## src/rtl/cfes_pkg.sv

```systemverilog
`timescale 1ns / 1ps
// ----------------------------------------------------------------------------
// cfes_pkg
// Shared types and constants of the cooldown first-eligible scheduler.
// ----------------------------------------------------------------------------
package cfes_pkg;

    // Default number of requesters held in the entry RAM
    localparam int MAX_FIELDS_DEF = 16;

    // Field widths
    localparam int CNT_W  = 5;
    localparam int IDX_W  = 4;
    localparam int DEM_W  = 16;
    localparam int GAP_W  = 8;
    localparam int SLOT_W = 16;

    // Slot count beyond which the over-day flag is raised
    localparam logic [SLOT_W-1:0] DAY_SLOTS = 16'd24;
    localparam logic [SLOT_W-1:0] SLOT_MAX  = 16'hFFFF;

    // Register reset values
    localparam logic [CNT_W-1:0] FIELD_COUNT_RST = 5'd5;
    localparam logic [DEM_W-1:0] SERVICE_RST     = 16'd60;

    // Command codes
    localparam logic CMD_LOAD = 1'b0;
    localparam logic CMD_TICK = 1'b1;

    // Register indexes on the APB port
    localparam int  PADDR_W         = 3;
    localparam logic REG_FIELD_COUNT = 1'b0;
    localparam logic REG_SERVICE     = 1'b1;

    // Input item
    typedef struct packed {
        logic             cmd;
        logic [IDX_W-1:0] field_index;
        logic [DEM_W-1:0] demand;
        logic [GAP_W-1:0] gap;
    } t_in_item;

    // Result item
    typedef struct packed {
        logic [CNT_W-1:0]  granted_field;
        logic [SLOT_W-1:0] slot_number;
        logic              all_done;
        logic              over_day;
    } t_out_item;

    // One requester entry as stored in the RAM
    typedef struct packed {
        logic [DEM_W-1:0] remaining;
        logic [GAP_W-1:0] cooldown;
        logic [GAP_W-1:0] gap;
    } t_entry;

    // Result of the shared update unit
    typedef struct packed {
        logic [DEM_W-1:0] new_remaining;
        logic [GAP_W-1:0] new_cooldown;
        logic             eligible;
        logic             has_demand;
        logic             new_has_demand;
    } t_upd_res;

endpackage

```

## src/rtl/cfes_entry_ram.sv

```systemverilog
`timescale 1ns / 1ps
// ----------------------------------------------------------------------------
// cfes_entry_ram
// Requester entry RAM, one write and one registered read port. A valid bit per
// entry makes an unwritten entry read as zero demand and zero cooldown.
// ----------------------------------------------------------------------------
module cfes_entry_ram
    import cfes_pkg::*;
#(
    parameter int DEPTH = MAX_FIELDS_DEF,
    parameter int AW    = (DEPTH > 1) ? $clog2(DEPTH) : 1
) (
    input  logic          i_clk,
    input  logic          i_rst_n,
    input  logic          i_wr_en,
    input  logic [AW-1:0] i_wr_addr,
    input  t_entry        i_wr_data,
    input  logic          i_rd_en,
    input  logic [AW-1:0] i_rd_addr,
    output t_entry        o_rd_data
);

    t_entry         r_mem [DEPTH];
    logic   [DEPTH-1:0] r_valid;
    t_entry         r_rd_data;
    logic           r_rd_valid;

    // Write the array and register the read data
    always_ff @(posedge i_clk) begin
        if (i_wr_en) begin
            r_mem[i_wr_addr] <= i_wr_data;
        end
        if (i_rd_en) begin
            r_rd_data <= r_mem[i_rd_addr];
        end
    end

    // Track written entries; reset empties the whole store at once
    always_ff @(posedge i_clk) begin
        if (!i_rst_n) begin
            r_valid    <= '0;
            r_rd_valid <= 1'b0;
        end else begin
            if (i_wr_en) begin
                r_valid[i_wr_addr] <= 1'b1;
            end
            if (i_rd_en) begin
                r_rd_valid <= r_valid[i_rd_addr];
            end
        end
    end

    assign o_rd_data = r_rd_valid ? r_rd_data : '0;

endmodule

```

## src/rtl/cfes_update_unit.sv

```systemverilog
`timescale 1ns / 1ps
// ----------------------------------------------------------------------------
// cfes_update_unit
// Shared per-entry arithmetic: eligibility test, saturating demand subtract
// and cooldown reload or countdown.
// ----------------------------------------------------------------------------
module cfes_update_unit
    import cfes_pkg::*;
(
    input  t_entry           i_entry,
    input  logic             i_grant,
    input  logic [DEM_W-1:0] i_service,
    output t_upd_res         o_res
);

    logic [DEM_W-1:0] w_rem;
    logic [GAP_W-1:0] w_cd;

    // Subtract service from the granted entry, saturate at zero
    always_comb begin
        if (!i_grant) begin
            w_rem = i_entry.remaining;
        end else if (i_entry.remaining > i_service) begin
            w_rem = i_entry.remaining - i_service;
        end else begin
            w_rem = '0;
        end
    end

    // Reload the granted cooldown with its gap, count the others down
    always_comb begin
        if (i_grant) begin
            w_cd = i_entry.gap;
        end else if (i_entry.cooldown != '0) begin
            w_cd = i_entry.cooldown - GAP_W'(1);
        end else begin
            w_cd = '0;
        end
    end

    assign o_res.new_remaining  = w_rem;
    assign o_res.new_cooldown   = w_cd;
    assign o_res.has_demand     = (i_entry.remaining != '0);
    assign o_res.eligible       = (i_entry.remaining != '0) && (i_entry.cooldown == '0);
    assign o_res.new_has_demand = (w_rem != '0);

endmodule

```

## src/rtl/cooldown_first_eligible_scheduler_core.sv

```systemverilog
`timescale 1ns / 1ps
// ----------------------------------------------------------------------------
// cooldown_first_eligible_scheduler_core
// Requester scheduler that grants the lowest-numbered requester whose cooldown
// has expired and whose demand is not yet served.
// ----------------------------------------------------------------------------
// A load item never produces a result. A tick item keeps the input stalled
// until the edge that puts its result in the output register. The entry RAM
// has one read port and a single update unit, so the sequencer walks the n
// requesters in use (at most MAX_FIELDS) once to find demand and the first
// eligible requester, then once more to write back demand and cooldowns.
// Each pass makes its n reads, takes the last read data and then closes the
// pass; the result is then handed to the output register. A tick that finds
// no demand left skips the second pass. Input stall is high for the whole
// tick; a result that is not taken holds the block in its last state until
// the output register is free, which lengthens the tick. No clearing pass is
// needed after reset.
// ----------------------------------------------------------------------------
module cooldown_first_eligible_scheduler_core
    import cfes_pkg::*;
#(
    parameter int MAX_FIELDS = MAX_FIELDS_DEF
) (
    input  logic               i_clk,
    input  logic               i_rst_n,
    // input items
    input  logic               i_in_valid,
    output logic               o_in_stall,
    input  t_in_item           i_in_item,
    // result items
    output logic               o_out_valid,
    input  logic               i_out_stall,
    output t_out_item          o_out_item,
    // configuration
    input  logic               psel,
    input  logic               penable,
    input  logic               pwrite,
    input  logic [PADDR_W-1:0] paddr,
    input  logic [31:0]        pwdata,
    output logic [31:0]        prdata,
    output logic               pready
);

    localparam int IW = (MAX_FIELDS > 1) ? $clog2(MAX_FIELDS) : 1;
    localparam int CW = $clog2(MAX_FIELDS + 1);

    localparam logic [1:0] S_IDLE = 2'd0;
    localparam logic [1:0] S_SCAN = 2'd1;
    localparam logic [1:0] S_UPD  = 2'd2;
    localparam logic [1:0] S_DONE = 2'd3;

    logic [1:0]        r_state, n_state;
    logic [CW-1:0]     r_idx, n_idx;
    logic              r_pend, n_pend;
    logic [IW-1:0]     r_pidx, n_pidx;
    logic              r_any, n_any;
    logic              r_found, n_found;
    logic [IW-1:0]     r_grant, n_grant;
    logic [SLOT_W-1:0] r_slot, n_slot;
    t_out_item         r_res, n_res;
    logic              r_out_valid, n_out_valid;
    t_out_item         r_out_item, n_out_item;
    logic [CNT_W-1:0]  r_field_count;
    logic [DEM_W-1:0]  r_service;

    logic [CW-1:0]     w_n;
    logic              w_rd_en;
    logic              w_wr_en;
    logic [IW-1:0]     w_wr_addr;
    t_entry            w_wr_data;
    t_entry            w_rd_data;
    logic              w_upd_grant;
    t_upd_res          w_upd;
    logic              w_in_take;
    logic              w_out_take;
    logic              w_cfg_wr;
    logic              w_load_ok;
    logic [SLOT_W-1:0] w_slot_inc;

    // ------------------------------------------------------------------
    // Configuration port
    // ------------------------------------------------------------------
    assign pready   = 1'b1;
    assign w_cfg_wr = psel && penable && pwrite && pready;

    always_ff @(posedge i_clk) begin
        if (!i_rst_n) begin
            r_field_count <= FIELD_COUNT_RST;
            r_service     <= SERVICE_RST;
        end else if (w_cfg_wr) begin
            case (paddr[2])
                REG_FIELD_COUNT: r_field_count <= pwdata[CNT_W-1:0];
                REG_SERVICE:     r_service     <= pwdata[DEM_W-1:0];
                default:         r_field_count <= r_field_count;
            endcase
        end
    end

    always_comb begin
        case (paddr[2])
            REG_FIELD_COUNT: prdata = 32'(r_field_count);
            REG_SERVICE:     prdata = 32'(r_service);
            default:         prdata = '0;
        endcase
    end

    // ------------------------------------------------------------------
    // Entry store and shared update unit
    // ------------------------------------------------------------------
    cfes_entry_ram #(
        .DEPTH (MAX_FIELDS),
        .AW    (IW)
    ) u_ram (
        .i_clk     (i_clk),
        .i_rst_n   (i_rst_n),
        .i_wr_en   (w_wr_en),
        .i_wr_addr (w_wr_addr),
        .i_wr_data (w_wr_data),
        .i_rd_en   (w_rd_en),
        .i_rd_addr (r_idx[IW-1:0]),
        .o_rd_data (w_rd_data)
    );

    assign w_upd_grant = (r_state == S_UPD) && r_found && (r_pidx == r_grant);

    cfes_update_unit u_upd (
        .i_entry   (w_rd_data),
        .i_grant   (w_upd_grant),
        .i_service (r_service),
        .o_res     (w_upd)
    );

    // ------------------------------------------------------------------
    // Sequencer
    // ------------------------------------------------------------------
    // Clamp the active requester count to the store depth
    always_comb begin
        if (32'(r_field_count) > 32'(MAX_FIELDS)) begin
            w_n = CW'(MAX_FIELDS);
        end else begin
            w_n = CW'(r_field_count);
        end
    end

    assign o_in_stall = (r_state != S_IDLE);
    assign w_in_take  = i_in_valid && !o_in_stall;
    assign w_out_take = r_out_valid && !i_out_stall;
    assign w_load_ok  = (32'(i_in_item.field_index) < 32'(MAX_FIELDS));
    assign w_rd_en    = ((r_state == S_SCAN) || (r_state == S_UPD)) && (r_idx < w_n);
    assign w_slot_inc = (r_slot == SLOT_MAX) ? r_slot : r_slot + SLOT_W'(1);

    // Write port: loads while idle, write-back during the update pass
    always_comb begin
        if (r_state == S_UPD) begin
            w_wr_en             = r_pend;
            w_wr_addr           = r_pidx;
            w_wr_data.remaining = w_upd.new_remaining;
            w_wr_data.cooldown  = w_upd.new_cooldown;
            w_wr_data.gap       = w_rd_data.gap;
        end else begin
            w_wr_en             = w_in_take && (i_in_item.cmd == CMD_LOAD) && w_load_ok;
            w_wr_addr           = IW'(i_in_item.field_index);
            w_wr_data.remaining = i_in_item.demand;
            w_wr_data.cooldown  = '0;
            w_wr_data.gap       = i_in_item.gap;
        end
    end

    always_comb begin
        n_state     = r_state;
        n_idx       = r_idx;
        n_pend      = 1'b0;
        n_pidx      = r_idx[IW-1:0];
        n_any       = r_any;
        n_found     = r_found;
        n_grant     = r_grant;
        n_slot      = r_slot;
        n_res       = r_res;
        n_out_valid = r_out_valid && !w_out_take;
        n_out_item  = r_out_item;

        // Advance the read pointer one entry a cycle
        if (w_rd_en) begin
            n_idx  = r_idx + CW'(1);
            n_pend = 1'b1;
        end

        case (r_state)
            S_IDLE: begin
                if (w_in_take) begin
                    if (i_in_item.cmd == CMD_TICK) begin
                        n_state = S_SCAN;
                        n_idx   = '0;
                        n_any   = 1'b0;
                        n_found = 1'b0;
                    end else if (w_load_ok) begin
                        n_slot = '0;
                    end
                end
            end
            S_SCAN: begin
                // Note demand and the first eligible requester
                if (r_pend) begin
                    if (w_upd.has_demand) begin
                        n_any = 1'b1;
                    end
                    if (w_upd.eligible && !r_found) begin
                        n_found = 1'b1;
                        n_grant = r_pidx;
                    end
                end
                if (!w_rd_en && !r_pend) begin
                    if (r_any) begin
                        n_state = S_UPD;
                        n_idx   = '0;
                        n_any   = 1'b0;
                    end else begin
                        n_res.granted_field = '0;
                        n_res.slot_number   = r_slot;
                        n_res.all_done      = 1'b1;
                        n_res.over_day      = (r_slot > DAY_SLOTS);
                        n_state             = S_DONE;
                    end
                end
            end
            S_UPD: begin
                // Collect demand left after the write-back
                if (r_pend && w_upd.new_has_demand) begin
                    n_any = 1'b1;
                end
                if (!w_rd_en && !r_pend) begin
                    n_slot              = w_slot_inc;
                    n_res.granted_field = r_found ? CNT_W'(r_grant) + CNT_W'(1) : '0;
                    n_res.slot_number   = r_slot;
                    n_res.all_done      = !r_any;
                    n_res.over_day      = (w_slot_inc > DAY_SLOTS);
                    n_state             = S_DONE;
                end
            end
            S_DONE: begin
                // Hand the result to the output register once it is free
                if (!r_out_valid || w_out_take) begin
                    n_out_valid = 1'b1;
                    n_out_item  = r_res;
                    n_state     = S_IDLE;
                end
            end
            default: begin
                n_state = S_IDLE;
            end
        endcase
    end

    always_ff @(posedge i_clk) begin
        if (!i_rst_n) begin
            r_state     <= S_IDLE;
            r_idx       <= '0;
            r_pend      <= 1'b0;
            r_any       <= 1'b0;
            r_found     <= 1'b0;
            r_slot      <= '0;
            r_out_valid <= 1'b0;
        end else begin
            r_state     <= n_state;
            r_idx       <= n_idx;
            r_pend      <= n_pend;
            r_any       <= n_any;
            r_found     <= n_found;
            r_slot      <= n_slot;
            r_out_valid <= n_out_valid;
        end
    end

    // Payload registers
    always_ff @(posedge i_clk) begin
        r_pidx     <= n_pidx;
        r_grant    <= n_grant;
        r_res      <= n_res;
        r_out_item <= n_out_item;
    end

    assign o_out_valid = r_out_valid;
    assign o_out_item  = r_out_item;

endmodule

```

## config.mk

```make
export PLATFORM = sky130hd
export DESIGN_NAME = cooldown_first_eligible_scheduler_core
export DESIGN_NICKNAME = d
export VERILOG_FILES = /design/src/rtl/cfes_pkg.sv /design/src/rtl/cfes_entry_ram.sv /design/src/rtl/cfes_update_unit.sv /design/src/rtl/cooldown_first_eligible_scheduler_core.sv
export SDC_FILE = /design/constraint.sdc
export NUM_CORES = 1
export LEC_CHECK = 0
export BUFFER_PORTS_ARGS = -buffer_cell sky130_fd_sc_hd__buf_2
export CORE_UTILIZATION = 60
export CTS_CLUSTER_SIZE = 30
export DETAILED_ROUTE_END_ITERATION = 8
export PLACE_DENSITY = 0.87
export SKIP_CTS_REPAIR_TIMING = 1
export SYNTH_ARGS = -nofsm -noshare
export SYNTH_HDL_FRONTEND = slang
export SYNTH_SLANG_ARGS = --single-unit
```

## constraint.sdc

```tcl
create_clock -name i_clk -period 5.2 [get_ports i_clk]
set_input_delay 0.78 -clock i_clk [delete_from_list [all_inputs] [get_ports i_clk]]
set_output_delay 0.78 -clock i_clk [all_outputs]
set_load 0.005 [all_outputs]
```

Word-level counts from Yosys, hierarchy flattened

Memories as Yosys holds them, arrays and structs flattened. A register that Yosys moved wholly into a read port is not among the register bits.
Cells that the tools add are included.

Bits in registers: 119
Latch bits: 0
RAM bits: 512
Bits in read-only memories: 0
Bits of input ports: 71
Output and inout port bits: 58
Logic and storage cells: 149
Memories kept: 1

Memories:

| memory      | depth | bits a word | rd ports | clocked after Yosys merged registers in | wr ports | RTL line             | source |
|---|---|---|---|---|---|---|---|
| u_ram.r_mem | 16    | 32          | 1        | 1                                       | 1        | cfes_entry_ram.sv:23 | `t_entry r_mem [DEPTH];` |

Add/sub/neg operators: 5
Multiply operators: 0
Div/mod/pow operators: 0
Magnitude comparators: 8
Eq/ne operators: 15
Shifts and indexed selects: 0
Multiplexer cells: 53
Bitwise operators: 3
Reduce and logical (&&, ||, !) cells: 43

Operator list:

| cell                                                                   | count |
|---|---|
| 16-bit two-way mux                                                     | 6 |
| 23-bit two-way mux                                                     | 3 |
| 32-bit two-way mux                                                     | 2 |
| 32-bit one-hot mux with 2 select lines                                 | 1 |
| 23-bit one-hot mux with 2 select lines                                 | 1 |
| 5-bit two-way mux                                                      | 7 |
| 16-bit by 5-bit > comparator with 1-bit output (second input constant) | 2 |
| 16-bit one-hot mux with 2 select lines                                 | 1 |
| 16-bit nonzero test                                                    | 2 |
| 1-bit two-way mux                                                      | 18 |
| 16-bit by 1-bit adder with 16-bit output (second input constant)       | 1 |
| 16-bit equality test (second input constant)                           | 1 |
| 16-bit > comparator                                                    | 1 |
| 8-bit two-way mux                                                      | 2 |
| 16-bit OR                                                              | 1 |
| 16-bit subtractor                                                      | 1 |
| 1-bit logical AND                                                      | 14 |
| 2-bit != test (second input constant)                                  | 6 |
| 4-bit AND reduction                                                    | 3 |
| 4-bit by 5-bit < comparator with 1-bit output (second input constant)  | 2 |
| 2-bit two-way mux                                                      | 5 |
| 5-bit one-hot mux with 2 select lines                                  | 1 |
| 5-bit AND reduction                                                    | 2 |
| 1-bit zero test                                                        | 8 |
| 25 further kinds                                                       | 36 |

Longest topological paths before layout

Depth after elaboration: 8
Depth in mapped cells: 15
Depth with buffers taken out: 13

Modules after synthesis

From an unflattened synthesis, not the netlist that was laid out.

Cell total of the unflattened synthesis: 1560
Area total of the unflattened synthesis: 27617.7 µm²

By module, submodules not included:

| module                                 | times used | cells an instance | area each (µm²) | seq. area each (µm²) |
|---|---|---|---|---|
| cfes_entry_ram                         | 1          | 851               | 21106.5         | 16676.0 |
| cooldown_first_eligible_scheduler_core | 1          | 486               | 5043.6          | 2542.4 |
| cfes_update_unit                       | 1          | 223               | 1467.7          | 0.0 |

Worst setup path before layout

Ideal clock, no wire load.

Path type: register to register
Start point: register r_field_count[4]
End point: register r_idx[3]
Library setup time: 133 ps
Arrival time: 4543 ps
Required time: 5067 ps
Path slack: 524 ps
Cell stages (with the launch flop): 10
Buffers on the path: 0
Period minus slack after synthesis: 4676 ps
Path through: dfxtp_1 -> inv_1 -> nand2_1 -> ha_1 -> a21boi_0 -> o21a_1 -> o31ai_1 -> nand4_1 -> xor2_1 -> nor2_1

Cells in the longest elaborated chain, start to end: 8
Elaborated cells between the ends (all ways): 12
Classes of those cells: order compare (2); mux (7); reduce/logical (3)

Ends and longest elaborated chain:

| element                                              | RTL line                                                                                     | source |
|---|---|---|
| start, declared                                      | cooldown_first_eligible_scheduler_core.sv:63                                                 | `logic [CNT_W-1:0] r_field_count;` |
| start signal, assigned                               | cooldown_first_eligible_scheduler_core.sv:92                                                 | `REG_FIELD_COUNT: r_field_count <= pwdata[CNT_W-1:0];` |
| start signal, assigned                               | cooldown_first_eligible_scheduler_core.sv:94                                                 | `default: r_field_count <= r_field_count;` |
| 5-bit > comparator                                   | cooldown_first_eligible_scheduler_core.sv:138                                                | `if (32'(r_field_count) > 32'(MAX_FIELDS)) begin` |
| 5-bit two-way mux (*)                                | cooldown_first_eligible_scheduler_core.sv:138                                                |  |
| 5-bit < comparator (*)                               | cooldown_first_eligible_scheduler_core.sv:149                                                | `assign w_rd_en = ((r_state == S_SCAN) \|\| (r_state == S_UPD)) && (r_idx < w_n);` |
| 1-bit logical AND (*)                                | cooldown_first_eligible_scheduler_core.sv:149                                                |  |
| 5-bit two-way mux or 1-bit zero test (tied branches) | cooldown_first_eligible_scheduler_core.sv:183, cooldown_first_eligible_scheduler_core.sv:212 |  |
| 5-bit two-way mux (tied with other cells)            | cooldown_first_eligible_scheduler_core.sv:213                                                | `if (r_any) begin` |
| 5-bit two-way mux, on equally long branches          | cooldown_first_eligible_scheduler_core.sv:212, cooldown_first_eligible_scheduler_core.sv:190 |  |
| 5-bit one-hot mux with 2 select lines (*)            | cooldown_first_eligible_scheduler_core.sv:188                                                | `case (r_state)` |
| end signal, assigned                                 | cooldown_first_eligible_scheduler_core.sv:265                                                | `r_idx <= n_idx;` |
| end, declared                                        | cooldown_first_eligible_scheduler_core.sv:53                                                 | `logic [CW-1:0] r_idx, n_idx;` |

Mark *: on every way between the ends. The rest lies on a longest branch, timed or not.
A chain may end at the register's enable or synchronous reset.

==> flow_summary.json <==
{
  "die_w_um": 215,
  "rr_startpoint": "u_ram.r_rd_valid",
  "critPathBufInv": 1,
  "final.setup_skew_ns": 0.0352,
  "critPathKind": "flop to flop",
  "async_flop_share_pct": 0,
  "place.gp.congestion": 0.937,
  "antenna_found_initial": 1,
  "yosysTopAreaCell": "edfxtp_1",
  "grt_pass1_wl_um": 102000,
  "worst_slack_ns": 0.662,
  "antennaDiodeCount": 0,
  "vias_per_cell": 6.85,
  "min_from": "pwdata[5]",
  "coreArea_um2": 44400,
  "critPathMaxFanout": 25,
  "pwr-share-seq_pct": 49.8,
  "htree_levels": 3,
  "fin_crit_sh_pct": 87.3,
  "initial_core_util_pct": 61.2,
  "cp_top_family": "simple AND/OR/NAND/NOR gates",
  "fin_util_pct": 69.0,
  "grt.total_usage_pct": 30.4,
  "cp.required_ns": 5.42,
  "io_pins": 129,
  "portBuffers": 93,
  "grt_max_degree": 76,
  "drc": 0,
  "insertion_delay_ns": 0.61,
  "clock_path_buffers": 3,
  "dpl.hpwl_um": 36300,
  "startpoint_type": "flop",
  "fp-row-count": 77,
  "synthCells": 1551,
  "p_per_area_nw_per_um2": 452,
  "drt-total-wl_um": 68700,
  "clock.fmax_ghz": 0.220,
  "grt_pass1_vias": 16034,
  "synth_edf_count": 594,
  "outcome": "finished clean",
  "synth_flop_cell": "edfxtp_1",
  "rsz0062_at_grt": "false",
  "crit_arrival_ns": 4.76,
  "cap_violations": 0,
  "ys_seq_area_share_pct": 70.7,
  "p_int_w": 0.0101,
  "path_cells": "buf_4, and2_1, ha_1, nand2_1, nor2_1, nand3_1, o211ai_1, nor3b_2, nand2_1, a31oi_1",
  "slowest_stage": "a31oi_1",
  "fp.dieH_um": 215,
  "crit_top_cell": "nand2_1",
  "min_path_type": "primary input to flop",
  "drt_pass1_iterations": 5,
  "ant_nets": 0,
  "cts_tree": "built",
  "finalSetupViolCount": 0,
  "cpPeakStageDelay_ns": 1.06,
  "grt-ovfl-total": 0,
  "p_sw_w": 0.00375,
  "hold_violations": 0,
  "wl_per_cell_um": 29.6,
  "cts.sinks": 663,
  "num_vias": 15865,
  "syn_area_um2": 27200,
  "cts_buffers": 67,
  "synth.distinct_cells": 64,
  "final-max-slew-violation-count": 0,
  "fin_nets": 1774,
  "finalCriticalPeriod_ns": 4.54,
  "combPwrFrac_pct": 15.6,
  "p_clk_share_pct": 34.6,
  "peakVddDrop_mv": 0.441,
  "yosysWarnings": 0,
  "mostFrequentLayoutCell": "edfxtp_1",
  "crit_start": "u_ram.r_rd_valid",
  "tightest_slew_ns": 1.28,
  "leakagePower_nw": 10.1,
  "drt-initial-drc-count": 1888,
  "p_sw_share_pct": 27.1,
  "final_cell_mix": "594 x edfxtp_1, 165 x mux4_2, 93 x buf_2",
  "synth_top_area_share_pct": 65.6,
  "ys_ff_latch": 663,
  "pre_cts_ws_ns": 0.974,
  "root_buffer": "clkbuf_16",
  "die_area_um2": 46200,
  "area_delta_synth_final_pct": 12.6,
  "drive_above_1_share_pct": 24.4,
  "final.setup.tns_ns": 0,
  "clk_pin_slew_ns": 0.07,
  "end_kind": "flop",
  "yosys-top-cells-area": "edfxtp_1 66%, mux4_2 14%, dfxtp_1 5.1%",
  "relSlewSlack_pct": 14.2,
  "synth.avg_cell_area_um2": 17.5
}
synth_stat cells (3+ instances only):
cell type  count
inv_1         37
a31oi_1       11
edfxtp_1     594
nand3b_1       3
o31ai_1        7
mux2_2         6
a221oi_1       8
mux2i_1       11
or3_1          7
a21o_1         5
and3_1         7
nor4_1         8
buf_1         20
nand4_1       10
clkbuf_1      54
a22oi_1        6
nor3_1        23
and2_1        29
nand2b_1       8
nor2b_1       16
nor2_1        81
o211ai_1       5
dfxtp_1       69
nand2_1       81
o21ai_0       35
a21oi_1       48
o21a_1        21
a41oi_1        4
or4_1          3
nand3_1       27
xnor2_1       18
a32oi_1        7
buf_4         17
a22o_1        11
a21boi_0      18
mux4_2       165
ha_1          31
xor2_1         8
sequential cells by signal, summed over array words and instances, names as in the netlist, 5 cells and up:
| signal | flops |
|---|---|
| u_ram.r_mem | 512 |
| u_ram.r_rd_data | 32 |
| o_out_item | 23 |
| r_res | 23 |
| r_service | 16 |
| r_slot | 16 |
| u_ram.r_valid | 16 |
| r_field_count | 5 |
| r_idx | 5 |
through the flow:
| step | cells | area (um^2) | total power [W] | hold WS (ns) |
|---|---|---|---|---|
| floorplan | 1566 | 27200 | 0.00832 | 0.354 |
| global placement | 2194 | 28500 | 0.00892 | 0.401 |
| detailed placement | 2194 | 28500 | 0.00906 | 0.405 |
| CTS | 2316 | 30600 | 0.0138 | 0.395 |
| global route | 2316 | 30600 | 0.0142 | 0.416 |
| finish | 2316 | 30600 | 0.0138 | 0.413 |
path summary, 6_finish.rpt:
check / end / slack, ns / cells past startpoint
worst max-delay path: u_ram.r_mem[2][29] / 0.66 / 10
worst min register to register: o_out_item[15] / 0.41 / 0
worst max register to register: u_ram.r_mem[2][29] / 0.66 / 10
worst min-delay path: r_service[5] / 0.41 / 3
cell type report:
cell class                 count  area, um^2
clock inverter                42         378
inverter                      38         143
sequential                   663       19200
multi-input combinational    773        7620
tap                          592         741
fill                        2625       13800
clock buffer                  80        1780
timing repair buffer         128         741
power groups by stage:
stage                     Clock (W)  Combinational (W)  Sequential (W)
final                       0.00478            0.00216         0.00689
after global routing        0.00502            0.00230         0.00691
after CTS                   0.00482            0.00214         0.00688
after detailed placement          0            0.00209         0.00697
after global placement            0            0.00198         0.00694
after floorplan                   0            0.00148         0.00684
layer usage:
metal | GRT usage (%) | share of wire (%)
met1 | 37.8 | 34
met3 | 6.71 | 10
met2 | 50.2 | 50
met5 | 0 | 0
met4 | 16.7 | 5.1
kinds of logic after synthesis:
logic type | count (synthesis) | synth area share [%]
AOI/OAI and AO/OA | 202 | 4.99
xor gates and xnor gates | 26 | 0.837
adders and majority gates | 32 | 1.50
buffers and inverters | 130 | 2.03
DFF | 663 | 70.7
muxes | 182 | 14.3
other | 2 | 0.0276
and+or+nand+nor | 314 | 5.62
tightest hold or removal path: cells and delay by family:
kind | cells | cell delay, ns
simple gates | 1 | 0.05
buf+inv | 1 | 0.08
compound gates | 1 | 0.08
(Power assumes the default switching activity.)
